### src/design/spcc_pkg.sv
// shared constants and opcodes for the segment point coverage counter
`default_nettype none

package spcc_pkg;

    // default sizing of the segment store and coordinates
    localparam int MAX_SEGMENTS_DEF = 1024;
    localparam int COORD_WIDTH_DEF  = 32;

    // width of the input coordinate ports and of the result port
    localparam int PORT_COORD_W = 32;
    localparam int COUNT_W      = 12;

    // operation codes carried on op
    typedef enum logic
    {
        OP_ADD   = 1'b0,
        OP_QUERY = 1'b1
    } op_t;

endpackage : spcc_pkg

`default_nettype wire

### src/design/spcc_cell.sv
// one slot of the segment store plus one stage of the query pipeline
`default_nettype none

module spcc_cell #(
    parameter int IDX     = 0,
    parameter int CW      = 32,
    parameter int CNT_W   = 11,
    parameter int SUM_W   = 12
) (
    input  wire logic                    clk,
    input  wire logic                    rst_n,
    input  wire logic                    advance,
    // segment write, broadcast to every cell
    input  wire logic                    wr_en,
    input  wire logic        [CNT_W-1:0] wr_slot,
    input  wire logic signed [CW-1:0]    wr_start,
    input  wire logic signed [CW-1:0]    wr_end,
    // query coming from the previous cell
    input  wire logic                    in_valid,
    input  wire logic signed [CW-1:0]    in_point,
    input  wire logic        [CNT_W-1:0] in_limit,
    input  wire logic        [SUM_W-1:0] in_sum,
    // query going to the next cell
    output logic                         out_valid,
    output logic signed      [CW-1:0]    out_point,
    output logic             [CNT_W-1:0] out_limit,
    output logic             [SUM_W-1:0] out_sum
);
    import spcc_pkg::*;

    localparam logic [CNT_W-1:0] MY_SLOT = CNT_W'(IDX);

    logic signed [CW-1:0]    start_reg;
    logic signed [CW-1:0]    end_reg;
    logic                    valid_reg;
    logic signed [CW-1:0]    point_reg;
    logic        [CNT_W-1:0] limit_reg;
    logic        [SUM_W-1:0] sum_reg;
    logic        [SUM_W-1:0] sum_next;
    logic                    in_use;
    logic                    start_hit;
    logic                    end_hit;

    // stored segment, written once when its slot comes up
    always_ff @(posedge clk)
    begin
        if (wr_en && (wr_slot == MY_SLOT))
        begin
            start_reg <= wr_start;
            end_reg   <= wr_end;
        end
    end

    // this slot counts only if it was filled when the query came in
    always_comb
    begin
        in_use    = MY_SLOT < in_limit;
        start_hit = in_use && (start_reg <= in_point);
        end_hit   = in_use && (end_reg < in_point);
        sum_next  = in_sum + SUM_W'(start_hit) - SUM_W'(end_hit);
    end

    // query stage valid
    always_ff @(posedge clk or negedge rst_n)
    begin
        if (!rst_n)
        begin
            valid_reg <= 1'b0;
        end
        else if (advance)
        begin
            valid_reg <= in_valid;
        end
    end

    // query stage payload
    always_ff @(posedge clk)
    begin
        if (advance)
        begin
            point_reg <= in_point;
            limit_reg <= in_limit;
            sum_reg   <= sum_next;
        end
    end

    assign out_valid = valid_reg;
    assign out_point = point_reg;
    assign out_limit = limit_reg;
    assign out_sum   = sum_reg;

endmodule : spcc_cell

`default_nettype wire

### config.mk
export PLATFORM = sky130hd
export DESIGN_NAME = spcc_cell
export DESIGN_NICKNAME = d
export VERILOG_FILES = /design/src/design/spcc_pkg.sv /design/src/design/spcc_cell.sv
export SDC_FILE = /design/constraint.sdc
export NUM_CORES = 1
export LEC_CHECK = 0
export ABC_AREA = 1
export BUFFER_PORTS_ARGS = -buffer_cell sky130_fd_sc_hd__buf_4
export CAP_MARGIN = 10
export CORE_MARGIN = 2
export CORE_UTILIZATION = 46
export DETAILED_ROUTE_END_ITERATION = 7
export PLACE_DENSITY = 0.77
export SLEW_MARGIN = 20
export SYNTH_ARGS = -nofsm -noshare
export SYNTH_HDL_FRONTEND = slang
export SYNTH_SLANG_ARGS = --single-unit
### constraint.sdc
create_clock -name clk -period 3 [get_ports clk]
set_clock_uncertainty 0.15 [all_clocks]
set_input_delay 0.6 -clock clk [delete_from_list [all_inputs] [get_ports clk]]
set_output_delay 0.6 -clock clk [all_outputs]
set_load 0.005 [all_outputs]
# --- After elaboration in Yosys (flattened, before gate mapping) ---
# Index checks and enable logic that the tools add are counted.
word_totals:
  ff_bits: 120
  latchBits: 0
  ramBits: 0
  mem_bits_ro: 0
  in_bits: 135
  out_inout_bits: 56
  word_cells: 15
  mem_count: 0
op_classes:
  add_sub_neg: 2
  n_mul: 0
  n_div: 0
  order_cmp: 3
  n_eq_ne: 0
  n_shift: 0
  mux: 0
  bitwise: 0
  n_reduce_logical: 4
ops:
  columns: ["op", "n"]
  rows:
  - ["32-bit <= comparator", 1]
  - ["32-bit < comparator", 1]
  - ["12-bit by 1-bit adder with 12-bit output", 1]
  - ["12-bit by 1-bit subtractor with 12-bit output", 1]
  - ["11-bit logical NOT", 1]
  - ["1-bit by 11-bit < comparator with 1-bit output (first input constant)", 1]
  - ["1-bit logical AND", 3]

# --- Longest topological paths before layout ---
# Gate-level depths: netlist (run 1).
logic_depth:
  word_depth: 4
  ltp_mapped: 24
  mapped_depth_nobuf: 24

# --- Worst setup path after synthesis (run 1) ---
# OpenSTA, ideal clock, no wires.
synth_timing:
  path_kind: "input-to-reg"
  start: "input port wr_slot[1]"
  end: "register end_reg[0] (enable)"
  setup_time_ns: 0.651
  arrival_time_ns: 6.990
  t_required_ns: 2.199
  slack_ns: -4.791
  cell_stages: 3
  path_buffers: 0
  path_cell_list: "nor4_1 nand2_1 nor4_1"
synth_via:
  elab_chain_cells: 2
synth_rtl:
  columns: ["item", "line_no", "text"]
  rows:
  - ["start, declared", "spcc_cell.sv:15", "input wire logic [CNT_W-1:0] wr_slot,"]
  - ["11-bit logical NOT", "spcc_cell.sv:47", "if (wr_en && (wr_slot == MY_SLOT))"]
  - ["1-bit logical AND", "spcc_cell.sv:47", null]
  - ["end signal, assigned", "spcc_cell.sv:50", "end_reg <= wr_end;"]
  - ["end, declared", "spcc_cell.sv:34", "logic signed [CW-1:0] end_reg;"]
# No other way between the ends.
# A chain may end at the register's enable or synchronous reset.

# --- Final worst setup path (run 1) ---
layout_timing:
  start: "register end_reg[5]"
  end: "register sum_reg[8], in the netlist out_sum[8] (data pin)"
layout_via:
  elab_chain_cells: 3
layout_rtl:
  columns: ["item", "line_no", "text"]
  rows:
  - ["32-bit < comparator", "spcc_cell.sv:59", "end_hit = in_use && (end_reg < in_point);"]
  - ["1-bit logical AND", "spcc_cell.sv:59", null]
  - ["12-bit by 1-bit subtractor with 12-bit output", "spcc_cell.sv:60", "sum_next = in_sum + SUM_W'(start_hit) - SUM_W'(end_hit);"]
  - ["via sum_next[8]", "spcc_cell.sv:39", "logic [SUM_W-1:0] sum_next;"]
  - ["end signal, assigned", "spcc_cell.sv:83", "sum_reg <= sum_next;"]
  - ["end, declared", "spcc_cell.sv:38", "logic [SUM_W-1:0] sum_reg;"]
# The timed path passes the listed nets, and every way through them passes these cells.

==> flow_summary.ini, run 1 <==
[grt]
use_met1_pct = 23.90
met2_usage_pct = 38.28
grt_antenna_before_repair = 0
grt_max_degree = 49
grt_first_pass_wirelength_um = 21280
use_met3_pct = 6.539
gr-max-usage-layer = met2
grt_usage_pct = 21.17
grt.overflow.total = 0
grt_pass1_vias = 4549

[detailed_routing]
drtIter0Drc = 272
via_per_inst = 4.879
dr_total_vias = 4196
wl_per_cell_um = 15.94
dr.pass1.iters = 4
wirelength_um = 13710
postRouteAntennaNets = 0
drc = 0

[setup_path]
criticalPathCategory = register to register
cp_slowest_stage_delay_ns = 0.43
crit_slowest_cell = edfxtp_1
worst_ep_required_time_ns = 3.01
critPathMaxFanout = 4
reg2reg_from = end_reg[5]
path_buf_inv = 1
crit_family = adder cells
startpoint_type = register
worstPathCellList = ha_4, a21oi_2, nor2_1, nor3_1, nand2_1, nand2_1, nand2_2, nand2_2, nand3_1, nand2_1, nor2_2, ha_4, inv_2, ha_4, fa_2, a21oi_2, nor2_2, nor2_2, xnor2_1
endpoint_kind = register
cp.arrival_ns = 3.27
critPathLaunch = end_reg[5]

[power_and_ir_drop]
internal_power_w = 0.003581
power.share.clock_pct = 43.4
comb_power_share_pct = 13.8
seqPwrFrac_pct = 42.9
power_density_nw_per_um2 = 523.8
swShare_pct = 21.66
total_power_w = 0.004571
max-vdd-ir-drop_v = 0.0005644
power.switching_w = 0.0009899
p_leak_nw = 3.731

[synthesis]
synth_seq_area_share_pct = 62.22
ys_top_cells_by_count = edfxtp_1, ha_1, nand2_1
ys_warn_count = 0
synth_area_leader_cell = edfxtp_1
syn_area_per_cell_um2 = 12.74
synth_ff_type = edfxtp_1
syn-num-nets = 665
synthesis.area_um2 = 5783
netlist_top_cells_area = edfxtp_1, ha_1, nand2_1
synthCells = 454
synth_cell_types = 28
synth-async-reset-ratio_pct = 0.8333
synth_edf_count = 119
synth_most_common_cell = edfxtp_1
synth-seq-cells = 120
synth_top_area_share_pct = 61.79

[sta]
rsz0062_at_grt = true
slew_headroom_pct = 68.79
final_hold_viol_count = 0
setup_viol = 9
fin_setup_tns_ns = -1.460
min_period_over_period_pct = 108.9
setup_ws_ns = -0.2664
holdWs_ns = 0.2153
worstMarginPinSlew_ns = 0.4682
maxSlewViolCount = 0
post-route-min-period_ns = 3.266
fmax_mhz = 306.1

[clock_network]
cts_tree = done
clkTransAtPathRegs_ns = 0.06
clock_latency_ns = 0.41
cts-buffers-inserted = 17
cts_num_sinks = 120
cts_buffer_depth = 2
root_buffer = clkbuf_16
cts_max_level = 4

[die]
io_pins = 191
core_um2 = 12160
fp.dieH_um = 116.1
initial_core_util_pct = 47.55
dieArea_um2 = 13490
die_w_um = 116.1
row_count = 40

[placed_design]
io_buffers = 190
placed_cell_area_um2 = 8025
hpwl_um = 10590
gp_congestion = 0.8210

[final_layout]
n_antenna_cell = 0
syn2layout_area_growth_pct = 50.89
drive_gt1_share_pct = 48.12
stdcell_area_um2 = 8726
fillCellCount = 821
fin_nets = 890

[status]
violations = negative setup slack
status = finished with violations

[job]
maxCapViolCount = 0

[hold_path]
hold_class = input pin to register
min_from = wr_end[9]
==> kinds of logic after synthesis <==
| group | count (synthesis) | share of synthesized area (%) |
|---|---|---|
| and+or+nand+nor | 127 | 9.866 |
| DFF | 120 | 62.22 |
| adders and majority gates | 76 | 16.57 |
| buffers and inverters | 61 | 3.959 |
| AOI/OAI and AO/OA | 58 | 5.517 |
| xor gates and xnor gates | 11 | 1.666 |
| muxes | 1 | 0.1947 |
==> final timing paths <==
kind / to / slack [ns] / cells after the start
setup / recovery: out_sum[8] / -0.27 / 19
hold / removal: end_reg[9] / 0.22 / 1
setup reg to reg: out_sum[8] / -0.27 / 19
hold reg to reg: out_valid / 0.36 / 1
max in group asynchronous: out_valid / 2.27 / 2
min in group asynchronous: out_valid / 0.35 / 2
==> placed cells by master (no fill, tap or decap), types with 4 or more instances in the layout <==
| cell | netlist | final |
|---|---|---|
| nor2_2 | 4 | 7 |
| nand2_1 | 73 | 61 |
| a21oi_1 | 39 | 30 |
| ha_4 | 0 | 29 |
| a21oi_2 | 3 | 11 |
| nand3_2 | 0 | 5 |
| o21ai_1 | 5 | 7 |
| nor2_1 | 20 | 16 |
| inv_1 | 60 | 37 |
| clkbuf_16 | 0 | 17 |
| xor2_1 | 6 | 6 |
| ha_1 | 75 | 45 |
| clkbuf_1 | 0 | 5 |
| nand3_1 | 11 | 6 |
| nand4_1 | 4 | 4 |
| inv_6 | 0 | 4 |
| nor4_4 | 1 | 4 |
| buf_4 | 0 | 202 |
| inv_2 | 0 | 16 |
| xnor2_1 | 5 | 4 |
| nand2_2 | 2 | 12 |
| nor3_1 | 4 | 4 |
| edfxtp_1 | 119 | 119 |
==> cell type report <==
type                            count  area (µm²)  share of cell area [%]
Sequential cell                   120        3598                   41.24
Inverter                           61       266.5                   3.054
Timing Repair Buffer              206        1569                   17.98
Clock buffer                       22       444.2                   5.090
Tap cell                          168       210.2                   2.409
Multi-Input combinational cell    273        2510                   28.76
Clock inverter                     10       127.6                   1.463
==> metrics by stage <==
| stage | cells | utilization [%] | setup slack [ns] |
|---|---|---|---|
| after global routing | 860 | 71.75 | -0.3574 |
| after floorplan | 454 | - | -0.5801 |
| after CTS | 858 | 70.95 | -0.1885 |
| final | 860 | 71.75 | -0.2664 |
| after detailed placement | 825 | 65.99 | -0.5793 |
| after global placement | 825 | 65.99 | -0.4982 |
==> layer usage <==
metal  part of all wire (%)  vias to the layer above
met4                    1.5                        0
met1                     37                     1966
met5                      0                        -
met3                    6.6                       17
li1                       -                     2065
met2                     54                      148
==> power groups by stage <==
stage	Clock (W)	Sequential (W)	Combinational, W
finish	0.00198	0.00196	0.000629
global route	0.00209	0.00197	0.000693
CTS	0.00202	0.00196	0.000615
detailed placement	0	0.00199	0.000602
global placement	0	0.00199	0.000580
floorplan	0	0.00200	0.000235
==> what timing repair did <==
item	4_1_cts	5_1_grt
resized for setup	6	22
hold buffers	1	0
endpoints found under the setup margin	10	10
setup buffers	0	2
hold endpoints to repair	1	0
pin swaps	10	19
(Power assumes the default switching activity.)
==> run 2, diff against run 1 <==
--- a/config.mk
+++ b/config.mk
@@ -12,6 +12,7 @@
 export CORE_UTILIZATION = 46
 export DETAILED_ROUTE_END_ITERATION = 7
 export PLACE_DENSITY = 0.77
+export RECOVER_POWER = 50
 export SLEW_MARGIN = 20
 export SYNTH_ARGS = -nofsm -noshare
 export SYNTH_HDL_FRONTEND = slang
==> flow_summary.ini, run 2 (synthesis results as in run 1) <==
[status]
status = finished with violations
violations = negative setup slack

[sta]
final_hold_viol_count = 0
slew_headroom_pct = 68.95
min_period_over_period_pct = 108.5
fmax_mhz = 307.2
setup_viol = 9
fin_setup_tns_ns = -1.367
worstMarginPinSlew_ns = 0.4658
post-route-min-period_ns = 3.256
holdWs_ns = 0.2296
rsz0062_at_grt = true
maxSlewViolCount = 0
setup_ws_ns = -0.2556

[job]
maxCapViolCount = 0

[detailed_routing]
drtIter0Drc = 273
wl_per_cell_um = 15.91
drc = 0
postRouteAntennaNets = 0
wirelength_um = 13680
via_per_inst = 4.878
dr_total_vias = 4195
dr.pass1.iters = 4

[setup_path]
criticalPathCategory = register to register
cp.arrival_ns = 3.27
endpoint_kind = register
worst_ep_required_time_ns = 3.01
critPathMaxFanout = 4
reg2reg_from = end_reg[5]
startpoint_type = register
critPathLaunch = end_reg[5]

[final_layout]
final_cell_mix = buf_4, edfxtp_1, clkbuf_4
fin_nets = 890
final_cells = 860
final_common_cell = buf_4
drive_gt1_share_pct = 47.69
fin_util_pct = 71.66
n_antenna_cell = 0
syn2layout_area_growth_pct = 50.69

[clock_network]
cts_tree = done
cts_buffer_depth = 2
cts_max_level = 4
root_buffer = clkbuf_16
cts_num_sinks = 120
clock_latency_ns = 0.41
clkTransAtPathRegs_ns = 0.06
cts-buffers-inserted = 17

[hold_path]
min_from = in_limit[10]
hold_class = input pin to register

[power_and_ir_drop]
internal_power_w = 0.003574
max-vdd-ir-drop_v = 0.0005615
seqPwrFrac_pct = 42.9
comb_power_share_pct = 13.6
swShare_pct = 21.75
power.share.clock_pct = 43.5
p_leak_nw = 3.706
power.switching_w = 0.0009936
power_density_nw_per_um2 = 524.2

[die]
fp.dieH_um = 116.1
dieArea_um2 = 13490
row_count = 40
initial_core_util_pct = 47.55
io_pins = 191
die_w_um = 116.1
core_um2 = 12160

[placed_design]
place_ws_ns = -0.5793
io_buffers = 190
gp_congestion = 0.8210
hpwl_um = 10590
dpl.cell_count = 825

[grt]
grt_first_pass_wirelength_um = 21280
grt_usage_pct = 21.17
grt_pass1_vias = 4549
grt_antenna_before_repair = 0
grt.overflow.total = 0
grt_max_degree = 49
## run 2: cell types whose count changed in the layout (fill, tap and decap cells not counted), sizes merged
cell / before / now
buf: 205 / 133
clkbuf: 22 / 94
## run 2: power groups by stage
| stage | sequential [W] | clock, W | combinational [W] |
|---|---|---|---|
| finish | 0.00196 | 0.00199 | 0.000622 |
| global route | 0.00197 | 0.00209 | 0.000687 |
| CTS | 0.00196 | 0.00202 | 0.000615 |
| detailed placement | 0.00199 | 0 | 0.000602 |
| global placement | 0.00199 | 0 | 0.000580 |
| floorplan | 0.00200 | 0 | 0.000235 |
## run 2: metrics by stage
stage                     cell area, µm²  total power (W)
final                               8715         0.004568
after global placement              8025         0.002572
after global routing                8715         0.004743
after CTS                           8628         0.004597
after detailed placement            8025         0.002597
after floorplan                     6279         0.002236
## run 2: per-layer routing
metal	wire length [µm]	track usage, %	vias up
met1	5217	23.90	1973
met4	197	6.984	0
li1	-	-	2064
met3	842	6.539	16
met2	7424	38.28	142
met5	0	0	-
## run 2: cell type report
type,instances,area (µm²)
fill,825,3447
multi-input combinational,273,2510
inverter,61,266.5
timing repair buffer,206,1558
clock inverter,10,127.6
sequential,120,3598
clock buffer,22,444.2
tap,168,210.2
## run 2: worst max-delay path: stages (launching register included)
cell and delay [ns]:
edfxtp_1 0.43, ha_4 0.25, a21oi_2 0.12, nor2_1 0.06, nor3_1 0.16, nand2_1 0.11
nand2_1 0.09, nand2_2 0.06, nand2_2 0.08, nand3_1 0.08, nand2_1 0.09, nor2_2 0.06
ha_4 0.26, inv_2 0.04, ha_4 0.15, fa_2 0.41, a21oi_2 0.20, nor2_2 0.05
nor2_2 0.11, xnor2_1 0.06
## run 2: final timing paths
check / depth (start not counted) / slack, ns / end
worst max-delay path: 19 / -0.26 / out_sum[8]
worst min-delay path: 1 / 0.23 / out_limit[10]
worst max register to register: 19 / -0.26 / out_sum[8]
worst min register to register: 1 / 0.36 / out_valid
max in group asynchronous: 2 / 2.27 / out_valid
min in group asynchronous: 2 / 0.35 / out_valid
## run 2: timing repair
item,CTS,global route
endpoints found under the hold margin,1,0
resized for setup,6,22
hold buffers,1,0
pin swaps,10,19
buffers inserted,0,2
setup endpoints to repair,10,10
==> run 3, diff against run 2 <==
--- a/config.mk
+++ b/config.mk
@@ -5,7 +5,6 @@
 export SDC_FILE = /design/constraint.sdc
 export NUM_CORES = 1
 export LEC_CHECK = 0
-export ABC_AREA = 1
 export BUFFER_PORTS_ARGS = -buffer_cell sky130_fd_sc_hd__buf_4
 export CAP_MARGIN = 10
 export CORE_MARGIN = 2
@@ -13,6 +12,7 @@
 export DETAILED_ROUTE_END_ITERATION = 7
 export PLACE_DENSITY = 0.77
 export RECOVER_POWER = 50
+export REMOVE_ABC_BUFFERS = 1
 export SLEW_MARGIN = 20
 export SYNTH_ARGS = -nofsm -noshare
 export SYNTH_HDL_FRONTEND = slang
==> flow_summary.ini, run 3 <==
[setup_path]
cp.arrival_ns = 4.05
crit_slowest_cell = edfxtp_1
crit_family = compound AO/OA/AOI/OAI gates
worstPathCellList = ha_4, a21o_1, a221o_1, a221oi_2, o21ai_1, a21oi_2, mux2i_1, ha_1, inv_2, ha_4, fa_2, a21o_1, a21oi_2, o211ai_1, a31o_1, a21oi_2, xnor2_1
critPathMaxFanout = 2
endpoint_kind = register
cp_common_cell = a21oi_2
startpoint_type = register
cp_slowest_stage_delay_ns = 0.41
worst_ep_required_time_ns = 3.00
criticalPathCategory = register to register
path_buf_inv = 1

[die]
row_count = 40
initial_core_util_pct = 47.26
io_pins = 191
dieArea_um2 = 13250
core_um2 = 12010
fp.dieH_um = 115.1
die_w_um = 115.1

[synthesis]
ys_top_cells_by_count = edfxtp_1, ha_1, inv_1
synth_ff_type = edfxtp_1
netlist_top_cells_area = edfxtp_1, ha_1, inv_1
synthCells = 398
synth-seq-cells = 120
synth_cell_types = 40
synth_top_area_share_pct = 62.95
synthesis.area_um2 = 5677
syn_area_per_cell_um2 = 14.26
synth_area_leader_cell = edfxtp_1
synth_seq_area_share_pct = 63.39
synth_most_common_cell = edfxtp_1
ys_warn_count = 0
synth_edf_count = 119
synth-async-reset-ratio_pct = 0.8333

[detailed_routing]
wirelength_um = 13450
wl_per_cell_um = 16.77
postRouteAntennaNets = 0
drtIter0Drc = 214
via_per_inst = 5.190
dr.pass1.iters = 4
drc = 0
dr_total_vias = 4162

[final_layout]
drive_gt1_share_pct = 39.24
fillCellCount = 857
stdcell_area_um2 = 8205
final_cell_mix = edfxtp_1, buf_4, clkbuf_4
fin_nets = 854
final_common_cell = edfxtp_1
fin_util_pct = 68.31
syn2layout_area_growth_pct = 44.54
n_antenna_cell = 0

[placed_design]
gp_congestion = 0.7878
hpwl_um = 9893
io_buffers = 190
placed_cell_area_um2 = 7511

[sta]
setup_viol = 11
fmax_mhz = 247.4
maxSlewViolCount = 0
worstMarginPinSlew_ns = 1.447
setup_ws_ns = -1.042
post-route-min-period_ns = 4.042
final_hold_viol_count = 0
fin_setup_tns_ns = -7.656
min_period_over_period_pct = 134.7
holdWs_ns = 0.2447
rsz0062_at_grt = true
slew_headroom_pct = 3.501

[status]
violations = negative setup slack
status = finished with violations

[clock_network]
cts_num_sinks = 120
cts-buffers-inserted = 17
cts_max_level = 4
cts_buffer_depth = 2
clock_latency_ns = 0.40
cts_tree = done
clkTransAtPathRegs_ns = 0.05
root_buffer = clkbuf_16

[grt]
grt_first_pass_wirelength_um = 20800
grt.overflow.total = 0
grt_usage_pct = 20.69
grt_antenna_before_repair = 0
grt_pass1_vias = 4423
grt_max_degree = 65

[power_and_ir_drop]
power_density_nw_per_um2 = 558.1
p_leak_nw = 3.614
max-vdd-ir-drop_v = 0.0003312

[job]
maxCapViolCount = 0

[hold_path]
hold_class = input pin to register
run 3: cell types whose count changed after synthesis, sizes merged, moves of 4 or more:
cell    previous run  this run
nand2             76        19
inv               60        46
a211oi             0         5
o211ai             1         6
nor3               4         9
a21o               2         8
nand3             11         7
nand4              5         9
a21oi             42        25
nor2              24        13
run 3: layout make-up:
class | count | area (µm²) | area share (%)
well taps | 147 | 183.9 | 2.242
inverters | 46 | 172.7 | 2.104
multi-input cells | 232 | 1987 | 24.21
clock inverters | 11 | 155.1 | 1.891
clock buffers | 20 | 436.7 | 5.322
repair buffers | 226 | 1672 | 20.37
flip-flops and latches | 120 | 3598 | 43.85
run 3: routing by layer:
| layer | track usage, % | share of wire (%) | vias up |
|---|---|---|---|
| met5 | 0 | 0 | - |
| met4 | 7.871 | 1.7 | 0 |
| met3 | 7.116 | 7.2 | 20 |
| met2 | 36.67 | 53 | 144 |
| met1 | 22.98 | 38 | 1984 |
| li1 | - | - | 2014 |
run 3: repair_timing:
action / in CTS / in global routing
endpoints found under the hold margin: 1 / 0
setup buffers: 6 / 2
hold buffers: 1 / 0
resized for setup: 14 / 5
cloned: 0 / 0
pin swaps: 12 / 11
endpoints found under the setup margin: 11 / 11
run 3: final timing paths:
kind	startpoint	end	slack (ns)	depth (start not counted)
max	end_reg[25]	out_sum[10]	-1.04	17
min	wr_end[5]	end_reg[5]	0.24	1
max reg2reg	end_reg[25]	out_sum[10]	-1.04	17
min reg2reg	out_valid	out_valid	0.37	1
max in group asynchronous	rst_n	out_valid	2.24	2
min in group asynchronous	rst_n	out_valid	0.38	2
run 3: logic make-up after synthesis:
family                     Yosys count  share of synthesized area (%)
xor gates and xnor gates             9                          1.389
and+or+nand+nor                     75                          6.679
adders and majority gates           76                          16.88
buffers and inverters               46                          3.042
AOI/OAI and AO/OA                   70                          8.244
muxes                                2                         0.3747
DFF                                120                          63.39
run 3: power by group:
group / switching, W / internal, W
sequential: 0.0000226 / 0.00194
clock: 0.000678 / 0.00137
combinational: 0.000247 / 0.000323
run 3: metrics by stage:
stage          setup WS [ns]  total power, W  instances
6_report              -1.042        0.004580        802
5_1_grt               -1.172        0.004750        802
4_1_cts              -0.8993        0.004608        800
3_5_place_dp          -1.491        0.002528        763
3_3_place_gp          -1.421        0.002509        763
2_1_floorplan         -1.158        0.002182        398
